==> src/rtl/core/scw_pkg.sv <==
// scw_pkg: shared types and codes for the segment completion watermark block.
// No dependencies; compiled first.
package scw_pkg;

	localparam int OFS_W = 48;
	localparam int LEN_W = 32;
	localparam int OP_W  = 2;

	typedef enum logic [OP_W-1:0] {
		OP_COMPLETE = 2'd0,
		OP_SET_WM   = 2'd1,
		OP_RESTART  = 2'd2,
		OP_NOP      = 2'd3
	} op_t;

	// configuration register indexes
	localparam logic CFG_VOLUME_LENGTH      = 1'b0;
	localparam logic CFG_MAX_SEGMENT_LENGTH = 1'b1;

	localparam logic [LEN_W-1:0] MAX_SEG_RESET = 32'd4194304;

	typedef struct packed {
		logic [OFS_W-1:0] offset;
		logic [LEN_W-1:0] length;
	} entry_t;

endpackage

==> src/rtl/core/scw_if.sv <==
// scw_if: valid/ready channel interfaces for items and results.
// No dependencies.
interface scw_item_if;
	logic                     valid;
	logic                     ready;
	logic [1:0]               op;
	logic [47:0]              seg_offset;
	logic [31:0]              seg_length;
	modport source (output valid, op, seg_offset, seg_length, input ready);
	modport sink   (input valid, op, seg_offset, seg_length, output ready);
endinterface

interface scw_result_if;
	logic        valid;
	logic        ready;
	logic [47:0] watermark;
	logic        all_done;
	logic        rejected;
	logic        overflow;
	modport source (output valid, watermark, all_done, rejected, overflow, input ready);
	modport sink   (input valid, watermark, all_done, rejected, overflow, output ready);
endinterface

==> src/rtl/core/scw_ram.sv <==
// scw_ram: generic simple dual-port RAM, one write and one registered read port.
// No dependencies.
module scw_ram #(
	parameter int W = 8,
	parameter int D = 16
) (
	input  logic                 clk,
	input  logic                 we,
	input  logic [$clog2(D)-1:0] waddr,
	input  logic [W-1:0]         wdata,
	input  logic [$clog2(D)-1:0] raddr,
	output logic [W-1:0]         rdata
);
	logic [W-1:0] mem [D];

	always_ff @(posedge clk) begin
		if (we) begin
			mem[waddr] <= wdata;
		end
		rdata <= mem[raddr];
	end
endmodule

==> src/rtl/core/segment_completion_watermark.sv <==
// segment_completion_watermark: top level, sequencer around the pending table RAM.
// Depends on scw_pkg, scw_if (scw_item_if, scw_result_if) and scw_ram.
//
// Usage:
//   item channel: op, seg_offset, seg_length. One transaction per op.
//   result channel: watermark, all_done, rejected, overflow; exactly one
//   result transaction per item transaction, in order.
//   Config: cfg_we/cfg_index/cfg_wdata, write only while the block is idle.
// Pending segments live in one RAM as a circular list sorted by offset,
// with a head pointer and a count in flops. Insert walks from the tail,
// moving one entry up per read-then-compare-and-write step; the drain
// pops head entries with the same kind of read-then-compare step.
// Sequencing: an item is taken only in the idle state. Rejected, set-watermark,
// restart and unused ops go straight to the emit state, which loads the
// result register once it is free. A completion inserts, then drains, then
// emits; with a full table it skips the insert and only drains. The RAM's
// registered read sets the read-then-compare step.
// The result sits in an output register; the next item is taken while it
// waits. A stalled receiver holds the block in its final state until the
// register frees.
// Reset clears watermark, done flag, count and head; the RAM needs no clear
// since only entries below the count are ever read.
module segment_completion_watermark #(
	parameter int TABLE_DEPTH = 32
) (
	input  logic                clk,
	input  logic                arst_n,
	input  logic                cfg_we,
	input  logic                cfg_index,
	input  logic [47:0]         cfg_wdata,
	scw_item_if.sink            item,
	scw_result_if.source        result
);
	localparam int AW = (TABLE_DEPTH > 1) ? $clog2(TABLE_DEPTH) : 1;
	localparam int CW = $clog2(TABLE_DEPTH + 1);
	localparam logic [AW:0]   DEPTH_W = (AW+1)'(TABLE_DEPTH);
	localparam logic [CW-1:0] DEPTH_C = CW'(TABLE_DEPTH);

	typedef enum logic [2:0] {
		ST_IDLE, ST_INS_RD, ST_INS_CMP, ST_DRN_RD, ST_DRN_CMP, ST_EMIT
	} state_t;

	state_t st_q;

	logic [47:0]         vol_q;
	logic [31:0]         maxlen_q;
	logic [47:0]         off_q;
	logic [31:0]         len_q;
	logic [CW-1:0]       k_q;
	logic [CW-1:0]       cnt_q;
	logic [AW-1:0]       head_q;
	logic [47:0]         wm_q;
	logic                done_q;
	logic                rej_q;
	logic                ovf_q;
	logic                chk_q;
	logic                ovalid_q;
	logic [47:0]         owm_q;
	logic                odone_q;
	logic                orej_q;
	logic                oovf_q;

	logic                ram_we;
	logic [AW-1:0]       ram_waddr;
	scw_pkg::entry_t     ram_wdata;
	logic [AW-1:0]       ram_raddr;
	scw_pkg::entry_t     ram_rdata;

	logic                take;
	logic                is_cmp;
	logic                done_nx;
	logic                bound_bad;
	scw_pkg::entry_t     new_ent;

	// circular index: (a + b) mod depth, both below depth
	function automatic logic [AW-1:0] wrap(input logic [AW-1:0] a, input logic [AW-1:0] b);
		logic [AW:0] s;
		s = {1'b0, a} + {1'b0, b};
		if (s >= DEPTH_W) begin
			s = s - DEPTH_W;
		end
		return s[AW-1:0];
	endfunction

	assign take      = item.valid && item.ready;
	assign item.ready = (st_q == ST_IDLE);
	assign is_cmp    = (scw_pkg::op_t'(item.op) == scw_pkg::OP_COMPLETE);
	assign bound_bad = (({1'b0, item.seg_offset} + {17'b0, item.seg_length}) > {1'b0, vol_q})
		|| (item.seg_length > maxlen_q);
	assign new_ent   = '{offset: off_q, length: len_q};
	assign done_nx   = done_q || (chk_q && (wm_q >= vol_q));

	// RAM port control
	always_comb begin
		ram_we    = 1'b0;
		ram_waddr = wrap(head_q, k_q[AW-1:0]);
		ram_wdata = new_ent;
		ram_raddr = head_q;
		unique case (st_q)
			ST_INS_RD: begin
				if (k_q == '0) begin
					ram_we = 1'b1;
				end else begin
					ram_raddr = wrap(head_q, k_q[AW-1:0] - AW'(1));
				end
			end
			ST_INS_CMP: begin
				ram_we = 1'b1;
				if (!(off_q > ram_rdata.offset)) begin
					ram_wdata = ram_rdata;
				end
			end
			default: ;
		endcase
	end

	scw_ram #(.W($bits(scw_pkg::entry_t)), .D(TABLE_DEPTH)) u_table (
		.clk   (clk),
		.we    (ram_we),
		.waddr (ram_waddr),
		.wdata (ram_wdata),
		.raddr (ram_raddr),
		.rdata (ram_rdata)
	);

	// config registers
	always_ff @(posedge clk or negedge arst_n) begin
		if (!arst_n) begin
			vol_q    <= '0;
			maxlen_q <= scw_pkg::MAX_SEG_RESET;
		end else if (cfg_we) begin
			if (cfg_index == scw_pkg::CFG_VOLUME_LENGTH) begin
				vol_q <= cfg_wdata;
			end else begin
				maxlen_q <= cfg_wdata[31:0];
			end
		end
	end

	// sequencer, tracker state and output register
	always_ff @(posedge clk or negedge arst_n) begin
		if (!arst_n) begin
			st_q     <= ST_IDLE;
			cnt_q    <= '0;
			head_q   <= '0;
			k_q      <= '0;
			wm_q     <= '0;
			done_q   <= 1'b0;
			rej_q    <= 1'b0;
			ovf_q    <= 1'b0;
			chk_q    <= 1'b0;
			ovalid_q <= 1'b0;
			owm_q    <= '0;
			odone_q  <= 1'b0;
			orej_q   <= 1'b0;
			oovf_q   <= 1'b0;
			off_q    <= '0;
			len_q    <= '0;
		end else begin
			// emit reloads the register itself
			if (ovalid_q && result.ready && st_q != ST_EMIT) begin
				ovalid_q <= 1'b0;
			end
			unique case (st_q)
				ST_IDLE: begin
					if (take) begin
						off_q <= item.seg_offset;
						len_q <= item.seg_length;
						k_q   <= cnt_q;
						rej_q <= is_cmp && bound_bad;
						chk_q <= is_cmp && !bound_bad;
						ovf_q <= is_cmp && !bound_bad && (cnt_q == DEPTH_C);
						priority if (!is_cmp || bound_bad) begin
							st_q <= ST_EMIT;
						end else if (cnt_q == DEPTH_C) begin
							st_q <= ST_DRN_RD;
						end else begin
							st_q <= ST_INS_RD;
						end
						unique case (scw_pkg::op_t'(item.op))
							scw_pkg::OP_COMPLETE: ;
							scw_pkg::OP_SET_WM: wm_q <= item.seg_offset;
							scw_pkg::OP_RESTART: begin
								wm_q   <= '0;
								done_q <= 1'b0;
								cnt_q  <= '0;
								head_q <= '0;
							end
							scw_pkg::OP_NOP: ;
						endcase
					end
				end
				ST_INS_RD: begin
					if (k_q == '0) begin
						cnt_q <= cnt_q + CW'(1);
						st_q  <= ST_DRN_RD;
					end else begin
						st_q <= ST_INS_CMP;
					end
				end
				ST_INS_CMP: begin
					if (off_q > ram_rdata.offset) begin
						cnt_q <= cnt_q + CW'(1);
						st_q  <= ST_DRN_RD;
					end else begin
						k_q  <= k_q - CW'(1);
						st_q <= ST_INS_RD;
					end
				end
				ST_DRN_RD: begin
					st_q <= (cnt_q == '0) ? ST_EMIT : ST_DRN_CMP;
				end
				ST_DRN_CMP: begin
					if (ram_rdata.offset <= wm_q) begin
						if (ram_rdata.offset == wm_q) begin
							wm_q <= wm_q + {16'b0, ram_rdata.length};
						end
						head_q <= wrap(head_q, AW'(1));
						cnt_q  <= cnt_q - CW'(1);
						st_q   <= ST_DRN_RD;
					end else begin
						st_q <= ST_EMIT;
					end
				end
				ST_EMIT: begin
					if (!ovalid_q || result.ready) begin
						done_q   <= done_nx;
						ovalid_q <= 1'b1;
						owm_q    <= wm_q;
						odone_q  <= done_nx;
						orej_q   <= rej_q;
						oovf_q   <= ovf_q;
						st_q     <= ST_IDLE;
					end
				end
				default: st_q <= ST_IDLE;
			endcase
		end
	end

	assign result.valid     = ovalid_q;
	assign result.watermark = owm_q;
	assign result.all_done  = odone_q;
	assign result.rejected  = orej_q;
	assign result.overflow  = oovf_q;

`ifndef SYNTH
	a_cnt_bound: assert property (@(posedge clk) disable iff (!arst_n)
		cnt_q <= DEPTH_C) else $error("pending count above depth");
	a_restart_clears: assert property (@(posedge clk) disable iff (!arst_n)
		(take && item.op == scw_pkg::OP_RESTART) |=> (cnt_q == '0 && wm_q == '0 && !done_q))
		else $error("restart did not clear tracker");
	a_done_set_at_emit: assert property (@(posedge clk) disable iff (!arst_n)
		$rose(done_q) |-> $past(st_q == ST_EMIT)) else $error("done set outside emit");
	a_rej_ovf_excl: assert property (@(posedge clk) disable iff (!arst_n)
		ovalid_q |-> !(orej_q && oovf_q)) else $error("rejected and overflow both set");
`endif
endmodule

==> src/flat_wrapper.sv <==
// flat-port wrapper written by rule: the top's interface ports become plain ports
module segment_completion_watermark_flat 
#(
	parameter int TABLE_DEPTH = 32
)
  (clk, arst_n, cfg_we, cfg_index, cfg_wdata, item_valid, item_op, item_seg_offset, item_seg_length, item_ready, result_valid, result_watermark, result_all_done, result_rejected, result_overflow, result_ready);
  scw_item_if item_i ();
  scw_result_if result_i ();
  input  logic clk;
  input  logic arst_n;
  input  logic cfg_we;
  input  logic cfg_index;
  input  logic [47:0] cfg_wdata;
  input wire logic [$bits(item_i.valid)-1:0] item_valid;
  input wire logic [$bits(item_i.op)-1:0] item_op;
  input wire logic [$bits(item_i.seg_offset)-1:0] item_seg_offset;
  input wire logic [$bits(item_i.seg_length)-1:0] item_seg_length;
  output wire logic [$bits(item_i.ready)-1:0] item_ready;
  output wire logic [$bits(result_i.valid)-1:0] result_valid;
  output wire logic [$bits(result_i.watermark)-1:0] result_watermark;
  output wire logic [$bits(result_i.all_done)-1:0] result_all_done;
  output wire logic [$bits(result_i.rejected)-1:0] result_rejected;
  output wire logic [$bits(result_i.overflow)-1:0] result_overflow;
  input wire logic [$bits(result_i.ready)-1:0] result_ready;
  assign item_i.valid = item_valid;
  assign item_i.op = item_op;
  assign item_i.seg_offset = item_seg_offset;
  assign item_i.seg_length = item_seg_length;
  assign item_ready = item_i.ready;
  assign result_valid = result_i.valid;
  assign result_watermark = result_i.watermark;
  assign result_all_done = result_i.all_done;
  assign result_rejected = result_i.rejected;
  assign result_overflow = result_i.overflow;
  assign result_i.ready = result_ready;
  segment_completion_watermark #(.TABLE_DEPTH(TABLE_DEPTH)) u_core (.clk(clk), .arst_n(arst_n), .cfg_we(cfg_we), .cfg_index(cfg_index), .cfg_wdata(cfg_wdata), .item(item_i), .result(result_i));
endmodule
==> config.mk <==
export PLATFORM = sky130hd
export DESIGN_NAME = segment_completion_watermark_flat
export DESIGN_NICKNAME = d
export VERILOG_FILES = /design/src/rtl/core/scw_pkg.sv /design/src/rtl/core/scw_if.sv /design/src/rtl/core/scw_ram.sv /design/src/rtl/core/segment_completion_watermark.sv /design/src/flat_wrapper.sv
export SDC_FILE = /design/constraint.sdc
export NUM_CORES = 2
export LEC_CHECK = 0
export ABC_AREA = 1
export BUFFER_PORTS_ARGS = -buffer_cell sky130_fd_sc_hd__buf_2
export CORE_MARGIN = 2
export CORE_UTILIZATION = 30
export DETAILED_ROUTE_END_ITERATION = 7
export PLACE_DENSITY = 0.42
export SYNTH_ARGS = -nofsm -noshare
export SYNTH_HDL_FRONTEND = slang
export SYNTH_HIERARCHICAL = 1
export SYNTH_SLANG_ARGS = --single-unit
==> constraint.sdc <==
create_clock -name clk -period 9 [get_ports clk]
set_clock_uncertainty 0.2 [all_clocks]
set_input_delay 1.8 -clock clk [delete_from_list [all_inputs] [get_ports clk]]
set_output_delay 1.8 -clock clk [all_outputs]
set_load 0.03 [all_outputs]
# ---- Yosys cells after proc, flatten, opt, wreduce, memory -nomap -nowiden
# Memory sizes are Yosys's and may differ from the RTL's. A register that Yosys moved wholly into a read port is not among the register bits.
# Index checks and enable logic that the tools add are counted.
dict set report totals {
  register_bits 284
  mem_bits_rw 2560
  output_inout_bits 53
  wordCells 136
  memories 1
}
dict set report classes {
  n_addsub 12
  magnitude_cmp 8
  eq_ne 19
  mux 45
  bitwise 1
  reduce_logical 32
}
# memory depth word_bits read_ports rd_ports_with_merged_regs wr line
set memory_table {}
lappend memory_table {u_core.u_table.mem 32 80 1 1 1 scw_ram.sv:14} ;# logic [W-1:0] mem [D];
# cell count
set ops {}
lappend ops {{$pmux W48 S2} 2}
lappend ops {{$mux W80} 2}
lappend ops {{$mux W48} 3}
lappend ops {{$add A48 B32 Y49} 1}
lappend ops {{$gt A49 B48 Y1} 1}
lappend ops {{$add A48 B32 Y48} 1}
lappend ops {{$eq A48 B48 Y1} 1}
lappend ops {{$ge A48 B48 Y1} 1}
lappend ops {{$gt A48 B48 Y1} 1}
lappend ops {{$le A48 B48 Y1} 1}
lappend ops {{$mux W6} 7}
lappend ops {{$mux W5} 8}
lappend ops {{$gt A32 B32 Y1} 1}
lappend ops {{$pmux W6 S4} 1}
lappend ops {{$sub A5 B1 Y5 const B} 4}
lappend ops {{$ge A6 B6 Y1 const B} 3}
lappend ops {{$pmux W3 S6} 1}
lappend ops {{$add A5 B5 Y6} 2}
lappend ops {{$logic_not A6 Y1} 2}
lappend ops {{$mux W3} 4}
lappend ops {{$pmux W6 S2} 1}
lappend ops {{$sub A6 B1 Y6 const B} 2}
lappend ops {{$mux W1} 11}
lappend ops {{$ne A2 B1 Y1 const B} 5}
lappend ops {{other kinds (26)} 51}

# ---- Longest topological paths before layout
dict set report depth {
  word_depth 7
  ltp_mapped 30
}

# ---- Hierarchy
# Netlist, hierarchy kept.
# module instances cells_per_inst area_per_inst_um2 seq_area_each_um2
set by_module_without_submodules {}
lappend by_module_without_submodules {scw_ram 1 8450 103574.3 78475.3}
lappend by_module_without_submodules {segment_completion_watermark 1 3392 23797.8 7108.1}

# ---- Worst setup path after synthesis
# OpenSTA, ideal clock, no wires.
dict set report synth_timing {
  path_type {register -> register}
  start {register u_core.head_q[0]}
  end {memory u_core/u_table/mem[28][0] (netlist bit) (enable)}
  arrival_ns 5.077
  t_required_ns 8.281
  path_slack_ns 3.204
  path_stages_with_launch 8
  synth_period_minus_slack_ns 5.796
  cell_sequence {dfrtp_1 ha_1 inv_1 fa_1 o21ai_0 xor2_1 nand3_1 nor2_1}
}
dict set report synth_between {
  elab_chain_len 3
}
# element line
set synth_lines {}
lappend synth_lines {{start, declared} segment_completion_watermark.sv:51} ;# logic [AW-1:0] head_q;
lappend synth_lines {{start signal, assigned} segment_completion_watermark.sv:218} ;# head_q <= wrap(head_q, AW'(1));
lappend synth_lines {{$add A5 B5 Y6 (*)} segment_completion_watermark.sv:78} ;# s = {1'b0, a} + {1'b0, b};
lappend synth_lines {{$sub A5 B1 Y5 / $ge A6 B6 Y1 (equally long branches)} {segment_completion_watermark.sv:80, segment_completion_watermark.sv:79}}
lappend synth_lines {{$mux W5 (*)} segment_completion_watermark.sv:79} ;# if (s >= DEPTH_W) begin
lappend synth_lines {{via u_core.ram_waddr[4]} segment_completion_watermark.sv:64} ;# logic [AW-1:0] ram_waddr;
lappend synth_lines {{end, declared} scw_ram.sv:14}
# Mark *: on every way through the listed nets, which the timed path passes. The rest lies on a longest branch.

# ---- Worst setup path in the final report
dict set report layout_timing {
  start {input port item_seg_length[2]}
  end {register u_core.st_q[1]}
}
dict set report layout_between {
  elab_chain_len 7
}
# element line
set layout_lines {}
lappend layout_lines {{start, declared} flat_wrapper.sv:17} ;# input wire logic [$bits(item_i.seg_length)-1:0] item_seg_length;
lappend layout_lines {{$add A48 B32 Y49} segment_completion_watermark.sv:88} ;# assign bound_bad = (({1'b0, item.seg_offset} + {17'b0, item.seg_length}) > {1'b0, vol_q})
lappend layout_lines {{$gt A49 B48 Y1} segment_completion_watermark.sv:88}
lappend layout_lines {{$logic_or A1 B1 Y1 (*)} segment_completion_watermark.sv:89} ;# || (item.seg_length > maxlen_q);
lappend layout_lines {{$logic_or A1 B1 Y1 (*)} segment_completion_watermark.sv:173} ;# priority if (!is_cmp || bound_bad) begin
lappend layout_lines {{$mux W3 (*)} segment_completion_watermark.sv:173}
lappend layout_lines {{$mux W3 (*)} segment_completion_watermark.sv:166} ;# if (take) begin
lappend layout_lines {{$pmux W3 S6 (*)} segment_completion_watermark.sv:164} ;# unique case (st_q)
lappend layout_lines {{end signal, assigned} segment_completion_watermark.sv:211} ;# st_q <= (cnt_q == '0) ? ST_EMIT : ST_DRN_CMP;
lappend layout_lines {{end, declared} segment_completion_watermark.sv:43} ;# state_t st_q;
# Mark *: on every way between the ends. The rest lies on a longest branch, timed or not. The select of a mux whose other input is x is not followed.
# A chain may end at the register's enable or synchronous reset.

==> impl_metrics.toml <==
[placed_design]
gp_congestion = 0.889
placed_area_um2 = 135000
numPortBuffers = 188
hpwlAfterDp_um = 268000

[hold_path]
holdPathEnd = "u_core/len_q[30]"
min_path_cells = 2
min_path_type = "register to register"
hold_path.startpoint = "u_core/len_q[30]"

[clocking]
cts_tree = "yes"
path_clk_slew_ns = 0.06
post_cts_buffers = 0
ctsResizeCount = 0
clkLatencyLatePin_ns = 0.98
cts_buffers = 343
ctsHoldBuffers = 0
cts_max_path_buffers = 4
clock_sinks = 2924
cts-root-buf = "clkbuf_16"
htreeDepth = 5

[global_routing]
grt_usage_pct = 21.8
grt_pass1_wl_um = 676000
grt_pass1_vias = 86000
antenna_found_initial = 27
grt_max_degree = 189
grt_overflow = 0

[power_and_ir_drop]
p_sw_mw = 25.2
swShare_pct = 44.2
p_int_mw = 31.8
power_frac_clock_pct = 23.5
vdd_ir_drop_max_mv = 0.385
power.density_nw_per_um2 = 392
power_leakage_nw = 55.4
p_seq_share_pct = 33.8
p_total_mw = 57.1
power_frac_comb_pct = 42.8

[sta]
setup_viol = 0
fin_crit_sh_pct = 64.3
hold_viol = 0
max_slew.worst_pin.slew_ns = 1.33
period_needed_ns = 5.79
slew_headroom_pct = 11.3
slew_violations = 0
rsz0062_at_grt = "no"
timing.hold.ws_ns = 0.278
fmax_ghz = 0.173
finalSetupTns_ns = 0

[route]
wire_per_inst_um = 27.0
remaining_drc_errors = 0
firstDrtPassIters = 5
vias = 90800
ant_nets = 0
drtIter0Drc = 8597
drt_wl_total_um = 483000
vias_per_cell = 5.08

[critical_path]
cp.required_ns = 9.70
path_delay_family = "simple AND/OR/NAND/NOR gates"
cp_cell_sequence = "buf_2 -> ha_1 -> nand3_1 -> nand3_1 -> a21oi_1 -> o21bai_2 -> a21oi_1 -> o21bai_1 -> nand2_1 -> nand3_1 -> xor2_1 -> inv_1 -> ha_1 -> nand2_1 -> inv_1 -> nand4_1 -> nor4_1 -> nand4_1 -> nand2_1 -> nand4_1 -> nor2_1 -> nor2_1 -> nor2_1"
path_class = "primary input to register"
cp-end-kind = "register"
slowest_delay_ns = 0.81
critical_path_arrival_ns = 6.50
r2r-end = "u_core/u_table/mem[19][59]"
critPathMaxFanout = 5
worst_setup_path_start_kind = "primary input"
timing.rr.start = "u_core/k_q[0]"
ff2ff_path_depth = 10
path_buf_inv = 3
reg2reg_setup_slack_ns = 3.52
setup.worst_path.start = "item_seg_length[2]"
crit_slowest_cell = "nor4_1"

[floorplan]
initial_core_util_pct = 30.1
die_h_um = 656
io_pins = 189
die_x_um = 656
dieArea_um2 = 430000
core_area_um2 = 423000
num_rows = 239

[synthesis]
avgSynthCellArea_um2 = 10.8
synth-seq-area-share_pct = 67.2
netlist_area_um2 = 127000
syn_inst = 11800
synth_area_leader_cell = "edfxtp_1"
synth_edf_count = 2560
synth_top_area_share_pct = 60.4
yosysUniqueCellTypes = 62
synth_warnings = 6
synthFlopType = "edfxtp_1"
syn_nets = 12300
synth_seq_cells = 2924
async_flop_share_pct = 9.71
yosys-top-cells-area = "edfxtp_1 60%, nand2_1 12%, nand3_1 9.5%, dfrtp_1 5.6%, ha_1 3.0%"

[final_layout]
postLayoutCellArea_um2 = 146000
final_nets = 12400
area_delta_synth_final_pct = 14.4
drive_above_1_share_pct = 8.41

[flow_run]
maxCapViolCount = 0

[outcome]
outcome = "finished, final reports clean"
cells by family after synthesis:
logic type / after synthesis / synth area share, %
compound gates: 675 / 2.89
xor+xnor: 73 / 0.502
fa+ha+maj: 307 / 3.05
buf+inv: 1116 / 3.80
flops: 2924 / 67.2
simple gates: 6747 / 22.6
flip-flops by register name (all words and copies together), names as in the netlist, 3 cells and up:
register                 flops
u_core/st_q                  3
u_core/off_q                48
u_core/wm_q                 48
u_core/head_q                5
u_core/maxlen_q             32
u_core/u_table/rdata        80
u_core/vol_q                48
u_core/k_q                   6
u_core/cnt_q                 6
u_core/result.watermark     48
u_core/len_q                32
u_core/u_table/mem        2560
how the worst max path moves through the flow:
stage	depth (start not counted)	end	slack [ns]
after detailed placement	24	u_core/st_q[2]	2.03
after CTS	24	u_core/st_q[2]	3.09
after floorplan	7	u_core/u_table/mem[28][0]	3.20
final	23	u_core/st_q[1]	3.21
after global placement	24	u_core/st_q[2]	1.85
after global routing	27	u_core/st_q[1]	2.99
stage by stage:
stage | setup slack, ns | util [%] | std cells
detailed placement | 2.03 | 31.9 | 17200
finish | 3.21 | 34.4 | 17900
CTS | 3.09 | 34.4 | 17900
global placement | 1.85 | 31.9 | 17200
global route | 2.99 | 34.4 | 17900
floorplan | 3.20 | - | 11800
cell usage after synthesis, types with 3 or more instances:
library cell / count
dfxtp_1: 80
o21a_1: 12
buf_4: 13
xor2_1: 50
buf_6: 12
edfxtp_1: 2560
o21ai_2: 33
nor2_1: 241
and2_1: 3
clkbuf_1: 189
dfrtp_1: 283
nand4_1: 41
nor4_1: 9
buf_2: 358
nor3_1: 32
a21o_1: 11
a21oi_1: 233
clkbuf_2: 3
a31oi_1: 17
inv_2: 15
nand3_1: 2422
nor3_2: 3
nand2_1: 3943
ha_1: 302
nand3_2: 3
o21ai_1: 33
or2_2: 7
fa_1: 5
a21boi_0: 3
buf_1: 65
and3_1: 3
o21ai_0: 301
o31ai_1: 3
nor2_2: 6
nand2_2: 18
nand3b_1: 5
o211ai_1: 7
nor3b_1: 3
buf_8: 3
xnor2_1: 23
o21bai_1: 9
inv_1: 455
power groups by stage:
stage          Combinational, mW  Sequential [mW]  Clock, mW
2_1_floorplan               15.1             19.1          0
3_3_place_gp                24.3             19.5          0
3_5_place_dp                24.5             19.5          0
4_1_cts                     24.6             19.3       13.7
5_1_grt                     26.9             19.3       14.2
6_report                    24.4             19.3       13.4
worst min-delay path, stage by stage (launching register included):
cell and delay (ns):
dfrtp_1 0.35, nand2_1 0.05, nand2_1 0.05
cell usage in the layout, fill, tap and decap left out, types with 80 or more instances in the layout:
master and n:
nand2_1 3940, edfxtp_1 2560, nand3_1 2422, inv_1 455, clkbuf_16 345, ha_1 302
o21ai_0 286, dfrtp_1 283, a21oi_1 232, nor2_1 209, buf_2 187, buf_4 150
clkbuf_1 92, dfxtp_1 80
final cells by class:
cell class | count | area, um2
repair buffers | 387 | 3060
fillers | 42000 | 277000
flip-flops and latches | 2924 | 85600
clock buffers | 475 | 9500
diodes | 6 | 15.0
clock inverters | 147 | 1250
multi-input cells | 7802 | 37400
well taps | 5663 | 7090
inverters | 471 | 1810
metal layers:
layer  routed length [um]  track usage [%]  up-vias
met2               218000             34.2     2941
met4                11900             5.18        2
met3                30200             3.06      609
li1                     -                -    41300
met1               223000             31.6    46000
met5                   13                0        -
(Power assumes the default switching activity.)
